==> src/hw/rtl/mhpq_pkg.sv <==
// ----------------------------------------------------------------------------
// mhpq_pkg
// Shared types and codes for the max-heap priority queue: result status,
// opcodes, register map, sequencer states and the token handed between cells.
// ----------------------------------------------------------------------------
package mhpq_pkg;

  typedef enum logic [1:0] {
    STATUS_DONE  = 2'd0,
    STATUS_FULL  = 2'd1,
    STATUS_EMPTY = 2'd2
  } mhpq_status_t;

  localparam logic ACT_INSERT  = 1'b0;
  localparam logic ACT_EXTRACT = 1'b1;

  // register map: index = paddr[2]
  localparam int          APB_ADDR_BITS = 3;
  localparam int          APB_DATA_BITS = 32;
  localparam logic        REG_CAPACITY  = 1'b0;
  localparam int          CAP_BITS      = 7;
  localparam logic [6:0]  CAP_RESET     = 7'd64;
  localparam int          FILL_BITS     = 7;

  typedef enum logic [1:0] {
    ST_IDLE,
    ST_FETCH,
    ST_BUSY,
    ST_DONE
  } mhpq_state_t;

  // control part of the word walking down the chain of level cells
  typedef struct packed {
    logic active;
    logic extract;
    logic shifting;
  } mhpq_tok_t;

endpackage

==> src/hw/rtl/max_heap_priority_queue.sv <==
// ----------------------------------------------------------------------------
// max_heap_priority_queue
// Flow: a refused insert or an empty extract goes from IDLE straight to DONE;
//   an extract of the only entry passes through FETCH; an insert walks the chain
//   down to the level it lands on, an extract until its sift-down ends.
// Throughput: one word at a time, next word taken the cycle after the result
//   registers; each heap level costs a registered read plus a compare/swap.
// Reset: count 0, capacity_limit 64; heap contents are never read unwritten.
// ----------------------------------------------------------------------------
module max_heap_priority_queue import mhpq_pkg::*; #(
  parameter int DEPTH         = 64,
  parameter int PRIORITY_BITS = 16,
  parameter int TAG_BITS      = 16
) (
  input  logic                             clk,
  input  logic                             rst,
  // configuration port
  input  logic                             psel,
  input  logic                             penable,
  input  logic                             pwrite,
  input  logic [APB_ADDR_BITS-1:0]         paddr,
  input  logic [APB_DATA_BITS-1:0]         pwdata,
  output logic [APB_DATA_BITS-1:0]         prdata,
  output logic                             pready,
  // request channel
  input  logic                             in_valid,
  output logic                             in_ready,
  input  logic                             action,
  input  logic signed [PRIORITY_BITS-1:0]  priority_req,
  input  logic [TAG_BITS-1:0]              tag,
  // result channel
  output logic                             out_valid,
  input  logic                             out_ready,
  output logic [1:0]                       status,
  output logic signed [PRIORITY_BITS-1:0]  out_priority,
  output logic [TAG_BITS-1:0]              out_tag,
  output logic [FILL_BITS-1:0]             fill_level
);

  // Heap position p (0 = root) sits on level floor(log2(p+1)); one cell per
  // level, so LEVELS cells cover positions 0..DEPTH-1.
  localparam int LEVELS = $clog2(DEPTH + 1);
  localparam int LW     = $clog2(LEVELS);
  localparam int EW     = PRIORITY_BITS + TAG_BITS;
  localparam int CMPW   = (LEVELS > CAP_BITS) ? LEVELS : CAP_BITS;

  mhpq_state_t state, state_next;

  logic [CAP_BITS-1:0] capacity_limit;
  logic [LEVELS-1:0]   count;

  // sequencer outputs to the chain
  mhpq_tok_t         inj_ctl;
  logic [EW-1:0]     inj_ent;
  logic [LEVELS-1:0] path_al;
  logic [LW-1:0]     tgt_level;
  logic [LW-1:0]     fetch_lvl;
  logic              fetch_half;

  // pending result
  mhpq_status_t                    res_status;
  logic signed [PRIORITY_BITS-1:0] res_prio;
  logic [TAG_BITS-1:0]             res_tag;

  logic accept, cfg_we, full, empty, load_out;
  logic [CMPW-1:0] cap_eff;

  // walk descriptor: insert goes to position count, extract fetches count-1;
  // both are addressed through (position + 1)
  logic [LEVELS-1:0] walk_val, walk_al, last_idx;
  logic [LW-1:0]     walk_msb;
  logic [LEVELS-1:0] fetch_hit;

  // chain links
  mhpq_tok_t         tok_ctl_o [LEVELS];
  logic [LEVELS-1:0] tok_idx_o [LEVELS];
  logic [EW-1:0]     tok_ent_o [LEVELS];
  logic [LEVELS-1:0] wb_valid_o;
  logic [LEVELS-1:0] wb_idx_o  [LEVELS];
  logic [EW-1:0]     wb_ent_o  [LEVELS];
  logic [EW-1:0]     rd_l_all  [LEVELS];
  logic [EW-1:0]     rd_r_all  [LEVELS];
  logic [LEVELS-1:0] fin_all;
  logic [EW-1:0]     last_ent;

  // --------------------------------------------------------------------------
  // Configuration: a single register, capacity_limit, at byte address 0.
  // --------------------------------------------------------------------------
  assign pready = 1'b1;
  assign cfg_we = psel && penable && pwrite && pready;
  assign prdata = (paddr[2] == REG_CAPACITY) ?
                  APB_DATA_BITS'(capacity_limit) : '0;

  always_ff @(posedge clk) begin
    if (rst) begin
      capacity_limit <= CAP_RESET;
    end else if (cfg_we && (paddr[2] == REG_CAPACITY)) begin
      capacity_limit <= pwdata[CAP_BITS-1:0];
    end
  end

  // --------------------------------------------------------------------------
  // Request decode. A capacity above DEPTH acts as DEPTH; lowering it below
  // the count drops nothing, it only refuses inserts until extracts catch up.
  // --------------------------------------------------------------------------
  assign accept  = in_valid && in_ready;
  assign cap_eff = (CMPW'(capacity_limit) > CMPW'(DEPTH)) ? CMPW'(DEPTH)
                                                          : CMPW'(capacity_limit);
  assign full    = CMPW'(count) >= cap_eff;
  assign empty   = (count == '0);

  assign walk_val = (action == ACT_EXTRACT) ? count : (count + LEVELS'(1));

  // leading one of walk_val = heap level of the target position
  always_comb begin
    walk_msb = '0;
    for (int b = 0; b < LEVELS; b++) begin
      if (walk_val[b]) begin
        walk_msb = LW'(b);
      end
    end
  end

  // Left-align the path so that the branch taken into level m sits at bit
  // LEVELS-1-m for every cell; the index within the level drops the leading one.
  assign walk_al  = walk_val << (LW'(LEVELS - 1) - walk_msb);
  assign last_idx = walk_val ^ (LEVELS'(1) << walk_msb);

  // On an extract, root and last entry are read at the accept edge itself.
  always_comb begin
    for (int k = 0; k < LEVELS; k++) begin
      fetch_hit[k] = accept && (action == ACT_EXTRACT) && !empty &&
                     ((walk_msb == LW'(k)) || (k == 0));
    end
  end

  assign last_ent = fetch_half ? rd_r_all[fetch_lvl] : rd_l_all[fetch_lvl];

  // --------------------------------------------------------------------------
  // Sequencer
  //   IDLE  : take a word; refused/empty go straight to DONE
  //   FETCH : root and last entry are back; launch the sift-down at level 1 unless the heap is now empty
  //   BUSY  : token walks the chain until a cell reports finish
  //   DONE  : hand the result to the output register once it is free
  // --------------------------------------------------------------------------
  always_comb begin
    state_next = state;
    unique case (state)
      ST_IDLE: begin
        if (accept) begin
          if (action == ACT_INSERT) begin
            state_next = full ? ST_DONE : ST_BUSY;
          end else begin
            state_next = empty ? ST_DONE : ST_FETCH;
          end
        end
      end
      ST_FETCH: begin
        state_next = (count == '0) ? ST_DONE : ST_BUSY;
      end
      ST_BUSY: begin
        if (|fin_all) begin
          state_next = ST_DONE;
        end
      end
      ST_DONE: begin
        if (!out_valid || out_ready) begin
          state_next = ST_IDLE;
        end
      end
      default: state_next = ST_IDLE;
    endcase
  end

  always_comb begin
    in_ready = (state == ST_IDLE);
    load_out = (state == ST_DONE) && (!out_valid || out_ready);
  end

  always_ff @(posedge clk) begin
    if (rst) begin
      state <= ST_IDLE;
      count <= '0;
    end else begin
      state <= state_next;
      if (accept && (action == ACT_INSERT) && !full) begin
        count <= count + LEVELS'(1);
      end else if (accept && (action == ACT_EXTRACT) && !empty) begin
        count <= count - LEVELS'(1);
      end
    end
  end

  // token injection: inserts enter at the root cell, sift-downs at level 1
  always_ff @(posedge clk) begin
    if (rst) begin
      inj_ctl <= '0;
    end else begin
      inj_ctl <= '0;
      if (accept && (action == ACT_INSERT) && !full) begin
        inj_ctl <= '{active: 1'b1, extract: 1'b0, shifting: 1'b0};
      end else if ((state == ST_FETCH) && (count != '0)) begin
        inj_ctl <= '{active: 1'b1, extract: 1'b1, shifting: 1'b0};
      end
    end
  end

  always_ff @(posedge clk) begin
    if (accept) begin
      inj_ent    <= {priority_req, tag};
      path_al    <= walk_al;
      tgt_level  <= walk_msb;
      fetch_lvl  <= walk_msb;
      fetch_half <= last_idx[0];
      res_prio   <= '0;
      res_tag    <= '0;
      if (action == ACT_INSERT) begin
        res_status <= full ? STATUS_FULL : STATUS_DONE;
      end else begin
        res_status <= empty ? STATUS_EMPTY : STATUS_DONE;
      end
    end else if (state == ST_FETCH) begin
      // last entry moves to the root and sinks from there
      inj_ent  <= last_ent;
      res_prio <= rd_l_all[0][EW-1:TAG_BITS];
      res_tag  <= rd_l_all[0][TAG_BITS-1:0];
    end
  end

  // output register
  always_ff @(posedge clk) begin
    if (load_out) begin
      status       <= res_status;
      out_priority <= res_prio;
      out_tag      <= res_tag;
      fill_level   <= FILL_BITS'(count);
    end
    if (rst) begin
      out_valid <= 1'b0;
    end else if (load_out) begin
      out_valid <= 1'b1;
    end else if (out_ready) begin
      out_valid <= 1'b0;
    end
  end

  // --------------------------------------------------------------------------
  // Chain of level cells. Tokens move down, registered on entry to and exit from each cell;
  // sift-down swaps send the winning child back up to the level above.
  // --------------------------------------------------------------------------
  for (genvar k = 0; k < LEVELS; k++) begin : g_level
    mhpq_tok_t         tin_ctl;
    logic [LEVELS-1:0] tin_idx;
    logic [EW-1:0]     tin_ent;
    logic              win_valid;
    logic [LEVELS-1:0] win_idx;
    logic [EW-1:0]     win_ent;

    if (k == 0) begin : g_root_in
      assign tin_ctl = inj_ctl.extract ? '0 : inj_ctl;
      assign tin_idx = '0;
      assign tin_ent = inj_ent;
    end else if (k == 1) begin : g_first_in
      assign tin_ctl = inj_ctl.extract ? inj_ctl : tok_ctl_o[0];
      assign tin_idx = inj_ctl.extract ? '0 : tok_idx_o[0];
      assign tin_ent = inj_ctl.extract ? inj_ent : tok_ent_o[0];
    end else begin : g_chain_in
      assign tin_ctl = tok_ctl_o[k-1];
      assign tin_idx = tok_idx_o[k-1];
      assign tin_ent = tok_ent_o[k-1];
    end

    if (k == LEVELS - 1) begin : g_leaf_wb
      assign win_valid = 1'b0;
      assign win_idx   = '0;
      assign win_ent   = '0;
    end else begin : g_chain_wb
      assign win_valid = wb_valid_o[k+1];
      assign win_idx   = wb_idx_o[k+1];
      assign win_ent   = wb_ent_o[k+1];
    end

    mhpq_cell #(
      .LEVEL         (k),
      .LEVELS        (LEVELS),
      .DEPTH         (DEPTH),
      .PRIORITY_BITS (PRIORITY_BITS),
      .TAG_BITS      (TAG_BITS)
    ) u_cell (
      .clk          (clk),
      .rst          (rst),
      .tok_in_ctl   (tin_ctl),
      .tok_in_idx   (tin_idx),
      .tok_in_ent   (tin_ent),
      .tok_out_ctl  (tok_ctl_o[k]),
      .tok_out_idx  (tok_idx_o[k]),
      .tok_out_ent  (tok_ent_o[k]),
      .wb_in_valid  (win_valid),
      .wb_in_idx    (win_idx),
      .wb_in_ent    (win_ent),
      .wb_out_valid (wb_valid_o[k]),
      .wb_out_idx   (wb_idx_o[k]),
      .wb_out_ent   (wb_ent_o[k]),
      .fetch_hit    (fetch_hit[k]),
      .fetch_idx    ((k == 0) ? '0 : last_idx),
      .rd_left      (rd_l_all[k]),
      .rd_right     (rd_r_all[k]),
      .path_al      (path_al),
      .tgt_level    (tgt_level),
      .fill_count   (count),
      .fin          (fin_all[k])
    );
  end

endmodule

==> src/hw/rtl/mhpq_cell.sv <==
// ----------------------------------------------------------------------------
// mhpq_cell
// One heap level. Holds the level's nodes as left/right child pairs indexed
// by parent, reads one pair per visit and performs one compare/swap step.
// ----------------------------------------------------------------------------
module mhpq_cell import mhpq_pkg::*; #(
  parameter int LEVEL         = 0,
  parameter int LEVELS        = 7,
  parameter int DEPTH         = 64,
  parameter int PRIORITY_BITS = 16,
  parameter int TAG_BITS      = 16
) (
  input  logic                                clk,
  input  logic                                rst,
  // token from the level above
  input  mhpq_tok_t                           tok_in_ctl,
  input  logic [LEVELS-1:0]                   tok_in_idx,
  input  logic [PRIORITY_BITS+TAG_BITS-1:0]   tok_in_ent,
  // token to the level below
  output mhpq_tok_t                           tok_out_ctl,
  output logic [LEVELS-1:0]                   tok_out_idx,
  output logic [PRIORITY_BITS+TAG_BITS-1:0]   tok_out_ent,
  // write-back from the level below
  input  logic                                wb_in_valid,
  input  logic [LEVELS-1:0]                   wb_in_idx,
  input  logic [PRIORITY_BITS+TAG_BITS-1:0]   wb_in_ent,
  // write-back to the level above
  output logic                                wb_out_valid,
  output logic [LEVELS-1:0]                   wb_out_idx,
  output logic [PRIORITY_BITS+TAG_BITS-1:0]   wb_out_ent,
  // direct read for root / last entry
  input  logic                                fetch_hit,
  input  logic [LEVELS-1:0]                   fetch_idx,
  output logic [PRIORITY_BITS+TAG_BITS-1:0]   rd_left,
  output logic [PRIORITY_BITS+TAG_BITS-1:0]   rd_right,
  // broadcast from the sequencer
  input  logic [LEVELS-1:0]                   path_al,
  input  logic [$clog2(LEVELS)-1:0]           tgt_level,
  input  logic [LEVELS-1:0]                   fill_count,
  output logic                                fin
);

  localparam int EW        = PRIORITY_BITS + TAG_BITS;
  localparam int LW        = $clog2(LEVELS);
  localparam int FIRST     = (1 << LEVEL) - 1;
  localparam int NODES     = ((1 << LEVEL) < (DEPTH - FIRST)) ? (1 << LEVEL) : (DEPTH - FIRST);
  localparam int WORDS     = (NODES + 1) / 2;
  localparam int WIW       = (WORDS > 1) ? $clog2(WORDS) : 1;
  localparam int PW        = LEVELS + 2;
  localparam int DIR_BIT   = (LEVEL == 0) ? 0 : (LEVELS - 1 - LEVEL);
  localparam bit LAST_LVL  = (LEVEL == LEVELS - 1);
  localparam logic [PW-1:0] FIRST_POS = PW'(FIRST);
  localparam logic [LW-1:0] MY_LEVEL  = LW'(LEVEL);

  logic [EW-1:0] bank_l [WORDS];
  logic [EW-1:0] bank_r [WORDS];

  mhpq_tok_t         tok_q;
  logic [LEVELS-1:0] idx_q;
  logic [EW-1:0]     ent_q;

  logic [WIW-1:0] rd_addr;
  logic           rd_en;

  logic signed [PRIORITY_BITS-1:0] c_prio, l_prio, r_prio, e_prio, win_prio;
  logic          dir, ins, ext, is_tgt, ins_swap;
  logic [PW-1:0] left_pos, right_pos;
  logic          lv, rv, take_l, take_r, moved;
  logic          own_we, own_half;

  mhpq_tok_t         tok_next;
  logic [LEVELS-1:0] idx_next;
  logic [EW-1:0]     ent_next;
  logic              wb_valid_next;
  logic [EW-1:0]     wb_ent_next;
  logic              fin_next;

  // read port: a visiting token or a direct fetch
  assign rd_addr = fetch_hit ? fetch_idx[WIW:1] : tok_in_idx[WIW-1:0];
  assign rd_en   = fetch_hit || tok_in_ctl.active;

  always_ff @(posedge clk) begin
    if (rd_en) begin
      rd_left  <= bank_l[rd_addr];
      rd_right <= bank_r[rd_addr];
    end
  end

  always_ff @(posedge clk) begin
    idx_q <= tok_in_idx;
    ent_q <= tok_in_ent;
    if (rst) begin
      tok_q <= '0;
    end else begin
      tok_q <= tok_in_ctl;
    end
  end

  always_comb begin
    c_prio   = ent_q[EW-1:TAG_BITS];
    l_prio   = rd_left[EW-1:TAG_BITS];
    r_prio   = rd_right[EW-1:TAG_BITS];
    dir      = (LEVEL == 0) ? 1'b0 : path_al[DIR_BIT];
    e_prio   = dir ? r_prio : l_prio;
    ins      = tok_q.active && !tok_q.extract;
    ext      = tok_q.active && tok_q.extract;
    is_tgt   = (tgt_level == MY_LEVEL);
    // once the new entry is placed, every lower path entry moves down one
    ins_swap = tok_q.shifting || (c_prio > e_prio);

    left_pos  = FIRST_POS + {1'b0, idx_q, 1'b0};
    right_pos = left_pos + PW'(1);
    lv        = left_pos  < PW'(fill_count);
    rv        = right_pos < PW'(fill_count);
    // left wins a tie between children; ties never swap
    take_l    = lv && (c_prio < l_prio);
    win_prio  = take_l ? l_prio : c_prio;
    take_r    = rv && (win_prio < r_prio);
    moved     = take_l || take_r;

    own_we    = (ins && (is_tgt || ins_swap)) || (ext && moved);
    own_half  = ins ? dir : take_r;

    tok_next.active   = (ins && !is_tgt) || (ext && moved && !LAST_LVL);
    tok_next.extract  = tok_q.extract;
    tok_next.shifting = ins && ins_swap;
    idx_next          = {idx_q[LEVELS-2:0], (ins ? dir : take_r)};
    ent_next          = (ins && ins_swap) ? (dir ? rd_right : rd_left) : ent_q;

    wb_valid_next = ext;
    wb_ent_next   = take_r ? rd_right : (take_l ? rd_left : ent_q);

    fin_next = (ins && is_tgt) || (ext && (!moved || LAST_LVL));
  end

  // write-back from below and own step never land in the same cycle
  always_ff @(posedge clk) begin
    if (wb_in_valid) begin
      if (wb_in_idx[0]) begin
        bank_r[wb_in_idx[WIW:1]] <= wb_in_ent;
      end else begin
        bank_l[wb_in_idx[WIW:1]] <= wb_in_ent;
      end
    end else if (own_we) begin
      if (own_half) begin
        bank_r[idx_q[WIW-1:0]] <= ent_q;
      end else begin
        bank_l[idx_q[WIW-1:0]] <= ent_q;
      end
    end
  end

  always_ff @(posedge clk) begin
    tok_out_idx <= idx_next;
    tok_out_ent <= ent_next;
    wb_out_idx  <= idx_q;
    wb_out_ent  <= wb_ent_next;
    if (rst) begin
      tok_out_ctl  <= '0;
      wb_out_valid <= 1'b0;
      fin          <= 1'b0;
    end else begin
      tok_out_ctl  <= tok_next;
      wb_out_valid <= wb_valid_next;
      fin          <= fin_next;
    end
  end

endmodule

==> config.mk <==
export PLATFORM = sky130hd
export DESIGN_NAME = max_heap_priority_queue
export DESIGN_NICKNAME = d
export VERILOG_FILES = /design/src/hw/rtl/mhpq_pkg.sv /design/src/hw/rtl/max_heap_priority_queue.sv /design/src/hw/rtl/mhpq_cell.sv
export SDC_FILE = /design/constraint.sdc
export NUM_CORES = 2
export LEC_CHECK = 0
export ABC_CLOCK_PERIOD_IN_PS = 12100
export BUFFER_PORTS_ARGS = -buffer_cell sky130_fd_sc_hd__buf_2
export CORE_ASPECT_RATIO = 1.5
export CORE_MARGIN = 2
export CORE_UTILIZATION = 35
export CTS_CLUSTER_DIAMETER = 50
export DETAILED_ROUTE_END_ITERATION = 12
export PLACE_DENSITY_LB_ADDON = 0.25
export SLEW_MARGIN = 10
export SYNTH_ARGS = -nofsm -noshare
export SYNTH_HDL_FRONTEND = slang
export SYNTH_SLANG_ARGS = --single-unit
==> constraint.sdc <==
create_clock -name clk -period 12.1 [get_ports clk]
set_clock_uncertainty 0.15 [all_clocks]
set_input_delay 1.21 -clock clk [delete_from_list [all_inputs] [get_ports clk]]
set_output_delay 1.21 -clock clk [all_outputs]
set_load 0.005 [all_outputs]
==> results.json <==
{
  "first_pass_iters": 12,
  "die_y_um": 778,
  "fin_crit_ns": 9.07,
  "clock_latency_ns": 0.93,
  "critPathLaunchType": "register",
  "setup_viol": 0,
  "core_region_area_mm2": 0.398,
  "io_pins": 151,
  "cp.arrival_ns": 9.44,
  "viasPerCell": 5.34,
  "crit_start": "g_level[5].u_cell.idx_q[0]$_DFF_P_",
  "synth_top_family_by_area": "multiplexers",
  "synth_area_per_cell_um2": 14.8,
  "num_rows": 284,
  "max_freq_mhz": 110,
  "wirelength_mm": 431,
  "finalCritPeriodShare_pct": 75.0,
  "io_buffers": 97,
  "ys.flop_type": "edfxtp_1",
  "place_hpwl_mm": 293,
  "synthXorXnorAreaFrac_pct": 0.251,
  "r2r_start": "g_level[5].u_cell.idx_q[0]$_DFF_P_",
  "grtUsageMet1_pct": 23.3,
  "grt_pass1_vias": 82663,
  "cpMostUsedCell": "buf_4",
  "ys_ff_latch": 3400,
  "worst_pin_slew_ns": 1.35,
  "gp_congestion": 0.923,
  "grt.overflow.total": 0,
  "grt.busiest_layer": "met2",
  "ys_types": 97,
  "postLayoutCoreUtil_pct": 39.8,
  "cts_made_buffers": 338,
  "synth-async-reset-ratio_pct": 0,
  "vias": 80898,
  "power.density_mw_per_mm2": 246,
  "cts_hold_buffers": 0,
  "violations": "design-rule violations",
  "relSlewSlack_pct": 10.2,
  "crit_type": "reg2reg",
  "min_from": "g_level[5].u_cell.tok_out_ent[7]$_DFF_P_",
  "synth-simple-area-share_pct": 5.04,
  "finalMaxSlewViolations": 0,
  "synth_edf_count": 2645,
  "final_hold_viol_count": 0,
  "cts_tree": "done",
  "cp.required_ns": 12.47,
  "clkTransAtPathRegs_ns": 0.07,
  "end_kind": "register",
  "use_met3_pct": 2.58,
  "grt_pass1_wl_mm": 605,
  "die_x_um": 520,
  "use_met2_pct": 38.4,
  "synthMuxAreaShare_pct": 14.0,
  "crit_path_max_incr_delay_ns": 0.83,
  "cp_max_fo": 51,
  "grt_usage_pct": 20.8,
  "ys_warn_count": 0,
  "syn-cell-area_mm2": 0.140,
  "power_leakage_nw": 56.1,
  "clockBufferDepth": 4,
  "rrSetupSlack_ns": 3.03,
  "ir_drop_mv": 0.134,
  "nets": 10016,
  "status": "complete, but fails checks",
  "clock-root-buffer": "clkbuf_16",
  "antenna_found_initial": 31,
  "die_area_mm2": 0.405,
  "wl_per_cell_um": 28.5,
  "tns_ns": 0,
  "syn-instance-count": 9445,
  "crit_slowest_cell": "a2111oi_1",
  "drt_iter0_drc": 6493,
  "maxCapViolCount": 0,
  "antenna_left": 0,
  "htreeDepth": 5,
  "cts_resized": 0,
  "ys_seq_area_share_pct": 67.6,
  "synthAdderAreaFrac_pct": 3.45,
  "synth-compound-area-share_pct": 7.17,
  "drive_gt1_share_pct": 16.9,
  "initial_core_util_pct": 35.1,
  "drc_errors": 57,
  "area_growth_pct": 13.3,
  "num-fill-cells": 36317,
  "layout_common_cells": "edfxtp_1, mux2i_1, dfxtp_1",
  "numClockSinks": 3400,
  "layout_commonest_cell": "edfxtp_1",
  "rsz0062_at_grt": "no",
  "grt_max_degree": 190,
  "min-delay-path-class": "reg2reg",
  "post_cts_buffers": 0
}
-- logic make-up (layout without fill, tap and decap cells) --
group / after synthesis / after routing
xor+xnor: 40 / 40
flops: 3400 / 3400
other cells: 2 / 42
buf+inv: 835 / 1198
fa+ha+maj: 386 / 386
compound gates: 1568 / 1568
simple gates: 1458 / 1458
mux: 1756 / 1756
-- worst max-delay path, delay by kind of cell, from the launching register on --
family / cells / cell delay, ns
buffers and inverters: 7 / 2.57
AO/OA/AOI/OAI: 7 / 2.43
AND/OR/NAND/NOR: 7 / 1.91
adder cells (fa/ha/maj): 2 / 0.61
flip-flops: 1 / 0.32
multiplexers: 1 / 0.30
XOR/XNOR: 1 / 0.28
-- path summary, 6_finish.rpt --
check	end	cells past startpoint
worst min-delay path	g_level[6].u_cell.ent_q[7]$_DFF_P_	0
worst max register to register	g_level[5].u_cell.bank_l[6][18]$_DFFE_PP_	25
worst min register to register	g_level[6].u_cell.ent_q[7]$_DFF_P_	0
worst max-delay path	g_level[5].u_cell.bank_l[6][18]$_DFFE_PP_	25
-- sequential cells by signal (all words and copies together) (netlist names), 16 cells and up --
name                        count
g_level.u_cell.tok_out_ctl     17
out_tag                        16
g_level.u_cell.idx_q           21
g_level.u_cell.ent_q          224
g_level.u_cell.rd_left        224
g_level.tin_ent                32
g_level.u_cell.wb_out_ent     192
g_level.u_cell.bank_r        1056
res_prio                       16
out_priority                   16
g_level.u_cell.bank_l        1056
g_level.u_cell.tok_out_idx     21
g_level.u_cell.rd_right       224
g_level.u_cell.tok_out_ent    192
res_tag                        16
-- layout make-up --
class | instances | area [um2] | area share (%)
flip-flops and latches | 3400 | 94500 | 59.7
repair buffers | 282 | 1950 | 1.23
clock inverters | 162 | 1520 | 0.957
diodes | 15 | 37.5 | 0.0237
inverters | 298 | 1120 | 0.706
multi-input cells | 5235 | 43100 | 27.2
well taps | 5291 | 6620 | 4.18
clock buffers | 456 | 9530 | 6.02
-- report_power, final --
group / total (W) / internal (W) / leakage [nW] / switching [W]
registers: 0.0167 / 0.0153 / 30.2 / 0.00141
clock network: 0.0106 / 0.00603 / 5.40 / 0.00455
logic: 0.0117 / 0.00438 / 20.5 / 0.00731
total: 0.0390 / 0.0257 / 56.1 / 0.0133
-- layer usage --
metal,vias to the layer above,wire [um]
met5,-,63
met3,893,19600
met1,41548,160000
met4,10,25100
li1,36130,-
met2,2317,227000
-- Yosys cell counts (87+ instances only) --
cell type / number / area (um2)
nor2b_1: 201 / 1260
dfxtp_1: 755 / 15100
o21ai_0: 215 / 1080
mux4_2: 96 / 2160
a21oi_1: 382 / 1910
ha_1: 386 / 4830
mux2i_1: 1013 / 10100
a211oi_1: 272 / 2040
o22ai_1: 290 / 1810
nand2_1: 477 / 1790
a21o_1: 138 / 1040
nor2_1: 386 / 1450
buf_2: 113 / 566
edfxtp_1: 2645 / 79400
clkbuf_1: 339 / 1270
mux2_2: 639 / 7200
a31oi_1: 87 / 544
inv_1: 297 / 1110
-- metrics by stage --
step                std cells  worst slack (ns)  instance area [um2]  total power [W]  hold WS, ns
CTS                     15124              2.99               158000           0.0392        0.151
detailed placement      14506              3.10               147000           0.0286        0.162
global route            15130              2.72               158000           0.0406        0.157
global placement        14506              3.10               147000           0.0284        0.161
finish                  15139              3.03               158000           0.0390        0.150
floorplan                9470              2.92               140000           0.0237        0.160
Power figures use the tool's default switching activity.
